===== src/rtl/core/fslt_pkg.sv =====
// Shared types and constants for the flash sector locator and tracker.
// Depends on nothing; every core module imports it.
package fslt_pkg;

	localparam int unsigned ADDR_W     = 32;
	localparam int unsigned GROUP_W    = 40;
	localparam int unsigned COUNT_W    = 8;
	localparam int unsigned USED_W     = 3;
	localparam int unsigned CFG_IDX_W  = 3;
	localparam int unsigned NUM_GROUP_REGS = 4;

	// Register indexes of the configuration port
	localparam logic [CFG_IDX_W-1:0] CFG_FLASH_BASE  = 3'd0;
	localparam logic [CFG_IDX_W-1:0] CFG_FLASH_TOTAL = 3'd1;
	localparam logic [CFG_IDX_W-1:0] CFG_GROUPS_USED = 3'd2;
	localparam logic [CFG_IDX_W-1:0] CFG_GROUP_ZERO  = 3'd3;
	localparam logic [CFG_IDX_W-1:0] CFG_GROUP_ONE   = 3'd4;
	localparam logic [CFG_IDX_W-1:0] CFG_GROUP_TWO   = 3'd5;
	localparam logic [CFG_IDX_W-1:0] CFG_GROUP_THREE = 3'd6;

	// Register reset values
	localparam logic [ADDR_W-1:0]  RST_FLASH_BASE  = 32'h0800_0000;
	localparam logic [ADDR_W-1:0]  RST_FLASH_TOTAL = 32'h0008_0000;
	localparam logic [USED_W-1:0]  RST_GROUPS_USED = 3'd3;
	localparam logic [GROUP_W-1:0] RST_GROUP_ZERO  = 40'h04_0000_4000;
	localparam logic [GROUP_W-1:0] RST_GROUP_ONE   = 40'h01_0001_0000;
	localparam logic [GROUP_W-1:0] RST_GROUP_TWO   = 40'h03_0002_0000;
	localparam logic [GROUP_W-1:0] RST_GROUP_THREE = 40'h00_0000_0000;

	typedef enum logic [2:0] {
		ST_IDLE,
		ST_RANGE,
		ST_MUL,
		ST_CMP,
		ST_DIV,
		ST_FIN
	} fslt_state_t;

	typedef enum logic [1:0] {
		FIN_HIT,
		FIN_MISS,
		FIN_INIT
	} fslt_fin_t;

	// Controller to datapath
	typedef struct packed {
		logic      load;
		logic      setup;
		logic      mul;
		logic      advance;
		logic      div_start;
		logic      fin;
		fslt_fin_t kind;
	} fslt_cmd_t;

	// Datapath to controller
	typedef struct packed {
		logic mode_init;
		logic in_range;
		logic grp_left;
		logic grp_hit;
		logic div_done;
		logic out_busy;
	} fslt_sts_t;

endpackage


===== src/rtl/core/fslt_div.sv =====
// Iterative remainder unit: one restoring step per cycle over 32 bits.
// Depends on fslt_pkg for the address width.
module fslt_div (
	input  logic                       clk,
	input  logic                       arst_n,
	input  logic                       start,
	input  logic [fslt_pkg::ADDR_W-1:0] dividend,
	input  logic [fslt_pkg::ADDR_W-1:0] divisor,
	output logic                       done,
	output logic [fslt_pkg::ADDR_W-1:0] remainder
);
	import fslt_pkg::*;

	localparam int unsigned CNT_W = $clog2(ADDR_W + 1);

	logic [CNT_W-1:0]  cnt_q;
	logic [ADDR_W-1:0] dvd_q;
	logic [ADDR_W-1:0] dvs_q;
	logic [ADDR_W-1:0] rem_q;
	logic [ADDR_W:0]   trial;

	// Shift in the next dividend bit
	assign trial = {rem_q, dvd_q[ADDR_W-1]};

	// Count the remaining steps
	always_ff @(posedge clk or negedge arst_n) begin
		if (!arst_n) begin
			cnt_q <= '0;
		end else if (start) begin
			cnt_q <= CNT_W'(ADDR_W);
		end else if (cnt_q != '0) begin
			cnt_q <= cnt_q - 1'b1;
		end
	end

	// Advance the partial remainder, subtract where it fits
	always_ff @(posedge clk) begin
		if (start) begin
			dvd_q <= dividend;
			dvs_q <= divisor;
			rem_q <= '0;
		end else if (cnt_q != '0) begin
			dvd_q <= {dvd_q[ADDR_W-2:0], 1'b0};
			if (trial >= {1'b0, dvs_q}) begin
				rem_q <= ADDR_W'(trial - {1'b0, dvs_q});
			end else begin
				rem_q <= trial[ADDR_W-1:0];
			end
		end
	end

	assign done      = (cnt_q == '0);
	assign remainder = rem_q;

endmodule


===== src/rtl/core/fslt_ctrl.sv =====
// Controller state machine: sequences range check, group walk, remainder and finish.
// Depends on fslt_pkg for state, command and status types.
module fslt_ctrl (
	input  logic                 clk,
	input  logic                 arst_n,
	input  logic                 in_valid,
	output logic                 in_ready,
	input  fslt_pkg::fslt_sts_t  sts,
	output fslt_pkg::fslt_cmd_t  cmd
);
	import fslt_pkg::*;

	fslt_state_t state_q, state_d;
	fslt_fin_t   kind_q, kind_d;

	always_ff @(posedge clk or negedge arst_n) begin
		if (!arst_n) begin
			state_q <= ST_IDLE;
			kind_q  <= FIN_MISS;
		end else begin
			state_q <= state_d;
			kind_q  <= kind_d;
		end
	end

	// Next state and finish kind
	always_comb begin
		state_d = state_q;
		kind_d  = kind_q;
		unique case (state_q)
			ST_IDLE: begin
				if (in_valid) state_d = ST_RANGE;
			end
			ST_RANGE: begin
				if (sts.mode_init) begin
					kind_d  = FIN_INIT;
					state_d = ST_FIN;
				end else if (!sts.in_range) begin
					kind_d  = FIN_MISS;
					state_d = ST_FIN;
				end else begin
					state_d = ST_MUL;
				end
			end
			ST_MUL: begin
				if (!sts.grp_left) begin
					kind_d  = FIN_MISS;
					state_d = ST_FIN;
				end else begin
					state_d = ST_CMP;
				end
			end
			ST_CMP: begin
				if (sts.grp_hit) state_d = ST_DIV;
				else             state_d = ST_MUL;
			end
			ST_DIV: begin
				if (sts.div_done) begin
					kind_d  = FIN_HIT;
					state_d = ST_FIN;
				end
			end
			ST_FIN: begin
				if (!sts.out_busy) state_d = ST_IDLE;
			end
			default: state_d = ST_IDLE;
		endcase
	end

	// Commands to the datapath
	always_comb begin
		cmd      = '0;
		cmd.kind = kind_q;
		in_ready = 1'b0;
		unique case (state_q)
			ST_IDLE: begin
				in_ready = 1'b1;
				cmd.load = in_valid;
			end
			ST_RANGE: cmd.setup = 1'b1;
			ST_MUL:   cmd.mul = sts.grp_left;
			ST_CMP: begin
				cmd.div_start = sts.grp_hit;
				cmd.advance   = !sts.grp_hit;
			end
			ST_DIV: ;
			ST_FIN:   cmd.fin = !sts.out_busy;
			default: ;
		endcase
	end

endmodule


===== src/rtl/core/fslt_dp.sv =====
// Datapath: configuration registers, group walk, tracking state and output register.
// Depends on fslt_pkg and instantiates fslt_div.
module fslt_dp #(
	parameter int unsigned MAX_GROUPS = 4
) (
	input  logic                            clk,
	input  logic                            arst_n,
	input  logic                            cfg_we,
	input  logic [fslt_pkg::CFG_IDX_W-1:0]  cfg_index,
	input  logic [fslt_pkg::GROUP_W-1:0]    cfg_data,
	input  logic                            in_mode,
	input  logic [fslt_pkg::ADDR_W-1:0]     in_address,
	input  fslt_pkg::fslt_cmd_t             cmd,
	output fslt_pkg::fslt_sts_t             sts,
	input  logic                            out_ready,
	output logic                            out_valid,
	output logic                            out_found,
	output logic                            out_erase,
	output logic [fslt_pkg::ADDR_W-1:0]     out_base,
	output logic [fslt_pkg::ADDR_W-1:0]     out_bytes
);
	import fslt_pkg::*;

	// Group counter must reach MAX_GROUPS and index the four group registers
	localparam int unsigned CW = (MAX_GROUPS > 7) ? 4 : 3;

	logic [ADDR_W-1:0]  base_q;
	logic [ADDR_W-1:0]  total_q;
	logic [USED_W-1:0]  used_q;
	logic [GROUP_W-1:0] grp_q [NUM_GROUP_REGS];

	logic               mode_q;
	logic [ADDR_W-1:0]  addr_q;
	logic [ADDR_W-1:0]  cur_q;
	logic [CW-1:0]      idx_q;
	logic [GROUP_W-1:0] span_q;
	logic [ADDR_W-1:0]  gsz_q;

	logic               tv_q;
	logic [ADDR_W-1:0]  ts_q;
	logic [ADDR_W-1:0]  tsz_q;

	logic               out_valid_q;
	logic               out_found_q;
	logic               out_erase_q;
	logic [ADDR_W-1:0]  out_base_q;
	logic [ADDR_W-1:0]  out_bytes_q;

	logic [CW-1:0]      used_ext;
	logic [CW-1:0]      n_eff;
	logic [GROUP_W-1:0] grp_sel;
	logic [ADDR_W-1:0]  offset;
	logic [ADDR_W:0]    end_addr;
	logic [ADDR_W-1:0]  cur_next;
	logic [ADDR_W-1:0]  rem;
	logic               div_done;
	logic [ADDR_W-1:0]  hit_start;
	logic               erase;

	// Configuration writes; unknown indexes are dropped
	always_ff @(posedge clk or negedge arst_n) begin
		if (!arst_n) begin
			base_q   <= RST_FLASH_BASE;
			total_q  <= RST_FLASH_TOTAL;
			used_q   <= RST_GROUPS_USED;
			grp_q[0] <= RST_GROUP_ZERO;
			grp_q[1] <= RST_GROUP_ONE;
			grp_q[2] <= RST_GROUP_TWO;
			grp_q[3] <= RST_GROUP_THREE;
		end else if (cfg_we) begin
			unique case (cfg_index)
				CFG_FLASH_BASE:  base_q   <= cfg_data[ADDR_W-1:0];
				CFG_FLASH_TOTAL: total_q  <= cfg_data[ADDR_W-1:0];
				CFG_GROUPS_USED: used_q   <= cfg_data[USED_W-1:0];
				CFG_GROUP_ZERO:  grp_q[0] <= cfg_data;
				CFG_GROUP_ONE:   grp_q[1] <= cfg_data;
				CFG_GROUP_TWO:   grp_q[2] <= cfg_data;
				CFG_GROUP_THREE: grp_q[3] <= cfg_data;
				default: ;
			endcase
		end
	end

	// Clamp the group count to what the hardware walks
	assign used_ext = CW'(used_q);
	assign n_eff    = (used_ext > CW'(MAX_GROUPS)) ? CW'(MAX_GROUPS) : used_ext;

	// Groups past the register file read as empty
	always_comb begin
		if (idx_q < CW'(NUM_GROUP_REGS)) grp_sel = grp_q[idx_q[1:0]];
		else                             grp_sel = '0;
	end

	// A group is only passed when the address lies beyond it, so the walk stays in 32 bits
	assign offset   = addr_q - cur_q;
	assign end_addr = {1'b0, base_q} + {1'b0, total_q};
	assign cur_next = cur_q + span_q[ADDR_W-1:0];

	// Capture the item, then walk the groups
	always_ff @(posedge clk) begin
		if (cmd.load) begin
			mode_q <= in_mode;
			addr_q <= in_address;
		end
		if (cmd.setup) begin
			cur_q <= base_q;
			idx_q <= '0;
		end else if (cmd.advance) begin
			cur_q <= cur_next;
			idx_q <= idx_q + 1'b1;
		end
		if (cmd.mul) begin
			span_q <= {{(GROUP_W-COUNT_W){1'b0}}, grp_sel[GROUP_W-1:ADDR_W]}
				* {{(GROUP_W-ADDR_W){1'b0}}, grp_sel[ADDR_W-1:0]};
			gsz_q  <= grp_sel[ADDR_W-1:0];
		end
	end

	// Offset within the group modulo the sector size
	fslt_div u_div (
		.clk       (clk),
		.arst_n    (arst_n),
		.start     (cmd.div_start),
		.dividend  (offset),
		.divisor   (gsz_q),
		.done      (div_done),
		.remainder (rem)
	);

	assign hit_start = addr_q - rem;
	assign erase     = !tv_q || (ts_q != hit_start) || (tsz_q != gsz_q);

	// Update tracking on finish
	always_ff @(posedge clk or negedge arst_n) begin
		if (!arst_n) begin
			tv_q  <= 1'b0;
			ts_q  <= '0;
			tsz_q <= '0;
		end else if (cmd.fin) begin
			case (cmd.kind)
				FIN_INIT: begin
					tv_q  <= 1'b0;
					ts_q  <= '0;
					tsz_q <= '0;
				end
				FIN_HIT: begin
					tv_q  <= 1'b1;
					ts_q  <= hit_start;
					tsz_q <= gsz_q;
				end
				default: ;
			endcase
		end
	end

	// Hold the result until it is taken
	always_ff @(posedge clk or negedge arst_n) begin
		if (!arst_n) begin
			out_valid_q <= 1'b0;
		end else if (cmd.fin) begin
			out_valid_q <= 1'b1;
		end else if (out_ready) begin
			out_valid_q <= 1'b0;
		end
	end

	always_ff @(posedge clk) begin
		if (cmd.fin) begin
			if (cmd.kind == FIN_HIT) begin
				out_found_q <= 1'b1;
				out_erase_q <= erase;
				out_base_q  <= hit_start;
				out_bytes_q <= gsz_q;
			end else begin
				out_found_q <= 1'b0;
				out_erase_q <= 1'b0;
				out_base_q  <= '0;
				out_bytes_q <= '0;
			end
		end
	end

	assign sts.mode_init = mode_q;
	assign sts.in_range  = (addr_q >= base_q) && ({1'b0, addr_q} < end_addr);
	assign sts.grp_left  = idx_q < n_eff;
	assign sts.grp_hit   = (span_q != '0)
		&& ({{(GROUP_W-ADDR_W){1'b0}}, offset} < span_q);
	assign sts.div_done  = div_done;
	assign sts.out_busy  = out_valid_q && !out_ready;

	assign out_valid = out_valid_q;
	assign out_found = out_found_q;
	assign out_erase = out_erase_q;
	assign out_base  = out_base_q;
	assign out_bytes = out_bytes_q;

endmodule


===== src/rtl/core/flash_sector_locator_tracker_core.sv =====
// Flash sector locator and tracker, top level.
// An init or out-of-range item goes from the range check straight to finish; otherwise the
// range check is followed by a multiply and a compare per group walked, then finish for a
// miss, or the 32-step remainder unit and then finish for a hit. Throughput: one item at a
// time, taken the cycle after the previous result is registered. A waiting result stalls the input.
// Reset (arst_n low) restores the layout registers and clears sector tracking.
module flash_sector_locator_tracker_core #(
	parameter int unsigned MAX_GROUPS = 4
) (
	input  logic        clk,
	input  logic        arst_n,
	input  logic        cfg_we,
	input  logic [2:0]  cfg_index,
	input  logic [39:0] cfg_data,
	input  logic        s_tvalid,
	output logic        s_tready,
	input  logic [31:0] s_tdata,   // [31:0] address
	input  logic [0:0]  s_tuser,   // [0] mode
	output logic        m_tvalid,
	input  logic        m_tready,
	output logic [63:0] m_tdata,   // [31:0] sector_base, [63:32] sector_bytes
	output logic [1:0]  m_tuser    // [0] found, [1] erase_needed
);
	import fslt_pkg::*;

	fslt_cmd_t         cmd;
	fslt_sts_t         sts;
	logic              out_found;
	logic              out_erase;
	logic [ADDR_W-1:0] out_base;
	logic [ADDR_W-1:0] out_bytes;

	fslt_ctrl u_ctrl (
		.clk      (clk),
		.arst_n   (arst_n),
		.in_valid (s_tvalid),
		.in_ready (s_tready),
		.sts      (sts),
		.cmd      (cmd)
	);

	fslt_dp #(
		.MAX_GROUPS (MAX_GROUPS)
	) u_dp (
		.clk        (clk),
		.arst_n     (arst_n),
		.cfg_we     (cfg_we),
		.cfg_index  (cfg_index),
		.cfg_data   (cfg_data),
		.in_mode    (s_tuser[0]),
		.in_address (s_tdata),
		.cmd        (cmd),
		.sts        (sts),
		.out_ready  (m_tready),
		.out_valid  (m_tvalid),
		.out_found  (out_found),
		.out_erase  (out_erase),
		.out_base   (out_base),
		.out_bytes  (out_bytes)
	);

	assign m_tdata = {out_bytes, out_base};
	assign m_tuser = {out_erase, out_found};

endmodule


===== config.mk =====
export PLATFORM = sky130hd
export DESIGN_NAME = flash_sector_locator_tracker_core
export DESIGN_NICKNAME = d
export VERILOG_FILES = /design/src/rtl/core/fslt_pkg.sv /design/src/rtl/core/fslt_div.sv /design/src/rtl/core/fslt_ctrl.sv /design/src/rtl/core/fslt_dp.sv /design/src/rtl/core/flash_sector_locator_tracker_core.sv
export SDC_FILE = /design/constraint.sdc
export NUM_CORES = 2
export LEC_CHECK = 0
export BUFFER_PORTS_ARGS = -buffer_cell sky130_fd_sc_hd__buf_2
export CAP_MARGIN = 5
export CORE_UTILIZATION = 35
export DETAILED_ROUTE_END_ITERATION = 8
export SYNTH_ARGS = -nofsm -noshare
export SYNTH_HDL_FRONTEND = slang
export SYNTH_SLANG_ARGS = --single-unit

===== constraint.sdc =====
create_clock -name clk -period 21.6 [get_ports clk]
set_input_delay 0 -clock clk [delete_from_list [all_inputs] [get_ports clk]]
set_output_delay 0 -clock clk [all_outputs]
set_load 0.1 [all_outputs]

# Word level (Yosys, flattened, before mapping)

Index checks and enable logic that the tools add are counted.

Input port bits: 81
Output and inout bits: 68
Flip-flop bits (word level): 606

Reduce and logical (&&, ||, !) cells: 30
$lt $le $gt $ge: 8
Multiply operators: 1
Multiplexer cells: 37
Equal/unequal tests: 19
$add $sub $neg: 7
Bitwise operators: 1

Operator list:

| cell                 | number |
|---|---|
| $mux W32             | 5 |
| $pmux W32 S2         | 2 |
| $mux W40             | 3 |
| $sub A32 B32 Y32     | 3 |
| $bmux W40 S2         | 1 |
| $ne A32 B32 Y1       | 2 |
| $lt A32 B40 Y1       | 1 |
| $mul A8 B32 Y40      | 1 |
| $reduce_bool A40 Y1  | 1 |
| $add A32 B32 Y33     | 1 |
| $ge A33 B32 Y1       | 1 |
| $lt A32 B33 Y1       | 1 |
| $add A32 B32 Y32     | 1 |
| $ge A32 B32 Y1       | 1 |
| $mux W3              | 8 |
| $pmux W3 S6          | 1 |
| $reduce_and A2 Y1    | 8 |
| $eq A3 B3 Y1 const B | 5 |
| $eq A3 B2 Y1 const B | 4 |
| $mux W6              | 2 |
| $mux W2              | 5 |
| $mux W1              | 8 |
| $reduce_bool A2 Y1   | 4 |
| $eq A3 B1 Y1 const B | 2 |
| other kinds (23)     | 32 |

# Logic depth before layout (Yosys ltp)

Word-level depth: 7
Depth in mapped cells: 27

# Hierarchy

From an unflattened synthesis, not the netlist that was laid out.

Cells, all modules: 4047
Area total of the unflattened synthesis: 42301.8 um2

Modules (own cells, without submodules):

| module                            | sequential area each (um2) | area an instance (um2) | cells an instance | times used |
|---|---|---|---|---|
| fslt_dp                           | 13501.7                    | 36064.6                | 3419              | 1 |
| fslt_div                          | 2712.6                     | 5874.4                 | 584               | 1 |
| fslt_ctrl                         | 126.4                      | 347.8                  | 42                | 1 |
| flash_sector_locator_tracker_core | 0.0                        | 15.0                   | 2                 | 1 |

# Worst setup path before layout

Ideal clock, no wire load.

Path type: register to register
From: register u_dp.idx_q[0]
To: register u_dp.span_q[36] (data pin)
Arrival: 6.668 ns
Setup time: 0.264 ns
Path slack: 14.667 ns
Buffers on the path: 4
Stages on the path, launching flop included: 25
Cells stage by stage: dfxtp_1 buf_1 clkbuf_1 clkbuf_1 nand2_1 o21ai_1 clkbuf_1 nor2_1 fa_1 fa_1 fa_1 inv_1 fa_1 inv_1 ha_1 a21o_1 nand2_1 o21bai_1 a311oi_1 o311ai_1 a311oi_1 o21ai_1 a31o_2 a211oi_1 nor3_1

Word-level cells in the longest chain between the ends: 6

RTL lines:

| element                                      | RTL line       | RTL |
|---|---|---|
| from (decl)                                  | fslt_dp.sv:35  | `logic [CW-1:0] idx_q;` |
| from (signal assigned)                       | fslt_dp.sv:110 | `idx_q <= idx_q + 1'b1;` |
| $not A2 Y3 (not written as such)             | fslt_dp.sv:90  | `if (idx_q < CW'(NUM_GROUP_REGS)) grp_sel = grp_q[idx_q[1:0]];` |
| $bmux W40 S2                                 | fslt_dp.sv:90  |  |
| $mux W40 (not written as such) (2 in series) | fslt_dp.sv:90  |  |
| $mux W40 (*)                                 | fslt_dp.sv:90  |  |
| $mul A8 B32 Y40 (*)                          | fslt_dp.sv:114 | `* {{(GROUP_W-ADDR_W){1'b0}}, grp_sel[ADDR_W-1:0]};` |
| to (signal assigned)                         | fslt_dp.sv:113 | `span_q <= {{(GROUP_W-COUNT_W){1'b0}}, grp_sel[GROUP_W-1:ADDR_W]}` |
| to (decl)                                    | fslt_dp.sv:36  | `logic [GROUP_W-1:0] span_q;` |

Every way passes the cells marked *; elsewhere a longest branch is shown, timed or not. The select of a mux whose other input is x is not followed.
A chain may end at the register's enable or synchronous reset.

# Final worst setup path

From: register u_dp.idx_q[0]
To: register u_dp.span_q[37] (data pin)

The elaborated chain is that of the path after synthesis.

==> flow_metrics.tcl <==
set metrics [dict create \
    area_delta_synth_final_pct 13.7 \
    tightest_slew_ns 1.16 \
    vias_per_cell 5.30 \
    ys_seq_area_frac 0.381 \
    synth_nets 4757 \
    grt_max_degree 85 \
    arrival_ns 8.16 \
    grt_remaining_overflow 0 \
    track_usage 0.211 \
    crit_path_max_fanout 35 \
    maxCapViolCount 0 \
    rows 127 \
    synth_most_common_cell "inv_1" \
    postCtsHoldBufs 82 \
    min_period_ns 7.75 \
    root_buffer "clkbuf_16" \
    setup_tns_ns 0 \
    relSlewSlack 0.226 \
    yosys_warnings 0 \
    worstSkewPairLatency_ns 0.67 \
    ios 149 \
    syn-cell-area_um2 42800 \
    synth_edf_count 267 \
    fin_nets 4949 \
    initialDrtViolationCount 2592 \
    finalSetupViolations 0 \
    outcome "complete, but fails checks" \
    coreArea_um2 121000 \
    violations "negative hold slack" \
    path_class "reg2reg" \
    netlist.area_leader.share 0.187 \
    fmax_mhz 129 \
    drc_errors 0 \
    dpl.hpwl_mm 99.5 \
    fp.dieH_um 352 \
    gp_congestion 0.932 \
    finalCritPeriodShare 0.359 \
    htreeDepth 3 \
    clock_sinks 606 \
    place_area_um2 45400 \
    grt_pass1_wl_mm 196 \
    place_ws_ns 13.81 \
    slew_violations 0 \
    clk_pin_slew_worst_paths_ns 0.06 \
    holdWs_ns -0.0133 \
    synth-main-ff-cell "dfrtp_1" \
    drive_gt1_frac 0.145 \
    synth_area_leaders "edfxtp_1 (19%), dfrtp_1 (17%), ha_1 (9.2%), fa_1 (8.6%), mux2_2 (6.2%)" \
    die-area_um2 124000 \
    setup_ws_ns 13.85 \
    hold_viol 1 \
    die_x_um 352 \
    synthArstFlopShare 0.502 \
    portBuffers 148 \
    postCtsResizedCells 0 \
    crit_path_end_kind "flip-flop" \
    stdcell_area_um2 48700 \
    rsz0062_at_grt "no" \
    yosys-top-cells-count "inv_1 (449), nor2_1 (355), ha_1 (315)" \
    crit_path_start_kind "flip-flop" \
    cts_setup_buffers 0 \
    hp-class "in2async" \
    drtPass1Iterations 6 \
    antenna_found_initial 4 \
    ant_nets 0 \
    initial_core_util 0.355 \
    yosys.area.top_type "edfxtp_1" \
    synth_cells 4176 \
    vias 32000 \
    ys_types 91 \
    detail_route.wl_per_cell_um 21.5 \
    synth.avg_cell_area_um2 10.3 \
    cts_tree "built" \
    ys_ff_latch 606 \
    critPathRequiredTime_ns 22.01 \
    finClkSkew_ns 0.0309 \
    wl_mm 130 \
    cts_buffers 73 \
    cts.path.max_buffers 3 \
    num-fill-cells 11700 \
    grt_pass1_vias 31600 \
]
cells in the final DEF, fill, tap and decap left out, drive strengths merged, types with 34 or more instances in the layout:
master | synthesis | layout
mux2 | 237 | 237
inv | 449 | 453
a22o | 36 | 36
nand2 | 290 | 290
edfxtp | 267 | 267
and2 | 88 | 88
dlygate4sd3 | 0 | 82
o21ai | 180 | 180
nor2 | 356 | 356
mux4 | 34 | 34
fa | 185 | 185
dfxtp | 35 | 35
clkbuf | 102 | 89
dfrtp | 292 | 292
nor2b | 39 | 39
nand4 | 38 | 38
nor3 | 55 | 55
a21o | 100 | 100
o21a | 34 | 34
ha | 315 | 315
a21oi | 218 | 218
nand2b | 77 | 77
xnor2 | 122 | 122
a211oi | 58 | 58
buf | 41 | 178
nand3 | 50 | 50
xor2 | 95 | 95
critical path, cell delays in order, from the launching register on:
cell and delay [ns]:
dfxtp_4 0.55, buf_4 0.59, o21ai_2 0.12, buf_4 0.25, nor2_1 0.77, nand2_1 0.20, fa_1 0.51, fa_1 0.54
inv_1 0.06, fa_1 0.53, inv_1 0.05, fa_1 0.53, inv_1 0.04, ha_1 0.32, o21a_1 0.12, o31a_1 0.13
o221ai_1 0.27, a21oi_1 0.20, a2111o_1 0.45, a211oi_1 0.48, o21ai_0 0.21, a31oi_1 0.23, nor2b_1 0.20, xnor2_1 0.08
area by class of cell:
| cell class | count | area, um2 | share of cell area |
|---|---|---|---|
| Multi-Input combinational cell | 2978 | 24300 | 0.499 |
| Timing Repair Buffer | 260 | 1800 | 0.0369 |
| Clock inverter | 46 | 566 | 0.0116 |
| Inverter | 449 | 1690 | 0.0346 |
| Antenna cell | 1 | 2.50 | 0.0000514 |
| Clock buffer | 89 | 1970 | 0.0404 |
| Tap cell | 1612 | 2020 | 0.0414 |
| Sequential cell | 606 | 16300 | 0.336 |
routing by layer:
| metal | global-route usage | wire [um] |
|---|---|---|
| met1 | 0.293 | 58700 |
| met2 | 0.340 | 59800 |
| met3 | 0.0269 | 7330 |
| met4 | 0.0657 | 4030 |
| met5 | 0 | 46 |
metrics by stage:
stage                     std cells  utilization
final                          6041        0.404
after global routing           6040        0.404
after CTS                      6040        0.404
after detailed placement       5823        0.376
after global placement         5823        0.376
after floorplan                4176            -
worst paths after layout:
kind	startpoint	end	slack [ns]	cells after the start
max	u_dp.idx_q[0]$_SDFFE_PP0P_	u_dp.span_q[37]$_DFFE_PP_	13.85	23
min reg2reg	u_dp.tv_q$_DFFE_PN0P_	u_dp.tv_q$_DFFE_PN0P_	0.48	2
max reg2reg	u_dp.idx_q[0]$_SDFFE_PP0P_	u_dp.span_q[37]$_DFFE_PP_	13.85	23
min in group clk	s_tdata[23]	u_dp.addr_q[23]$_DFFE_PP_	0.05	2
min	arst_n	u_dp.tsz_q[19]$_DFFE_PN0P_	-0.01	2
max in group asynchronous	arst_n	u_dp.grp_q[35]$_DFFE_PN0P_	19.24	4
logic make-up after synthesis:
kind of cell | count (synthesis) | share of synthesized area
multiplexers | 283 | 0.0830
AND/OR/NAND/NOR | 1125 | 0.126
buffers and inverters | 592 | 0.0525
AO/OA/AOI/OAI | 848 | 0.132
XOR/XNOR | 222 | 0.0470
flip-flops | 606 | 0.381
adder cells (fa/ha/maj) | 500 | 0.178
sequential cells by signal (all words and copies together) (netlist names):
name / count
u_dp.grp_q: 160
u_dp.span_q: 40
u_dp.addr_q: 32
u_dp.base_q: 32
u_dp.cur_q: 32
u_dp.gsz_q: 32
u_dp.out_base: 32
u_dp.out_bytes: 32
u_dp.total_q: 32
u_dp.ts_q: 32
u_dp.tsz_q: 32
u_dp.u_div.dvd_q: 32
u_dp.u_div.dvs_q: 32
u_dp.u_div.remainder: 32
u_dp.u_div.cnt_q: 6
u_ctrl.state_q: 3
u_dp.idx_q: 3
u_dp.used_ext: 3
u_ctrl.kind_q: 2
u_dp.mode_q: 1
u_dp.out_erase: 1
u_dp.out_found: 1
u_dp.out_valid: 1
u_dp.tv_q: 1
Power is not shown: default switching activity piles up to over one toggle a cycle in this logic, so the estimate is an artifact.
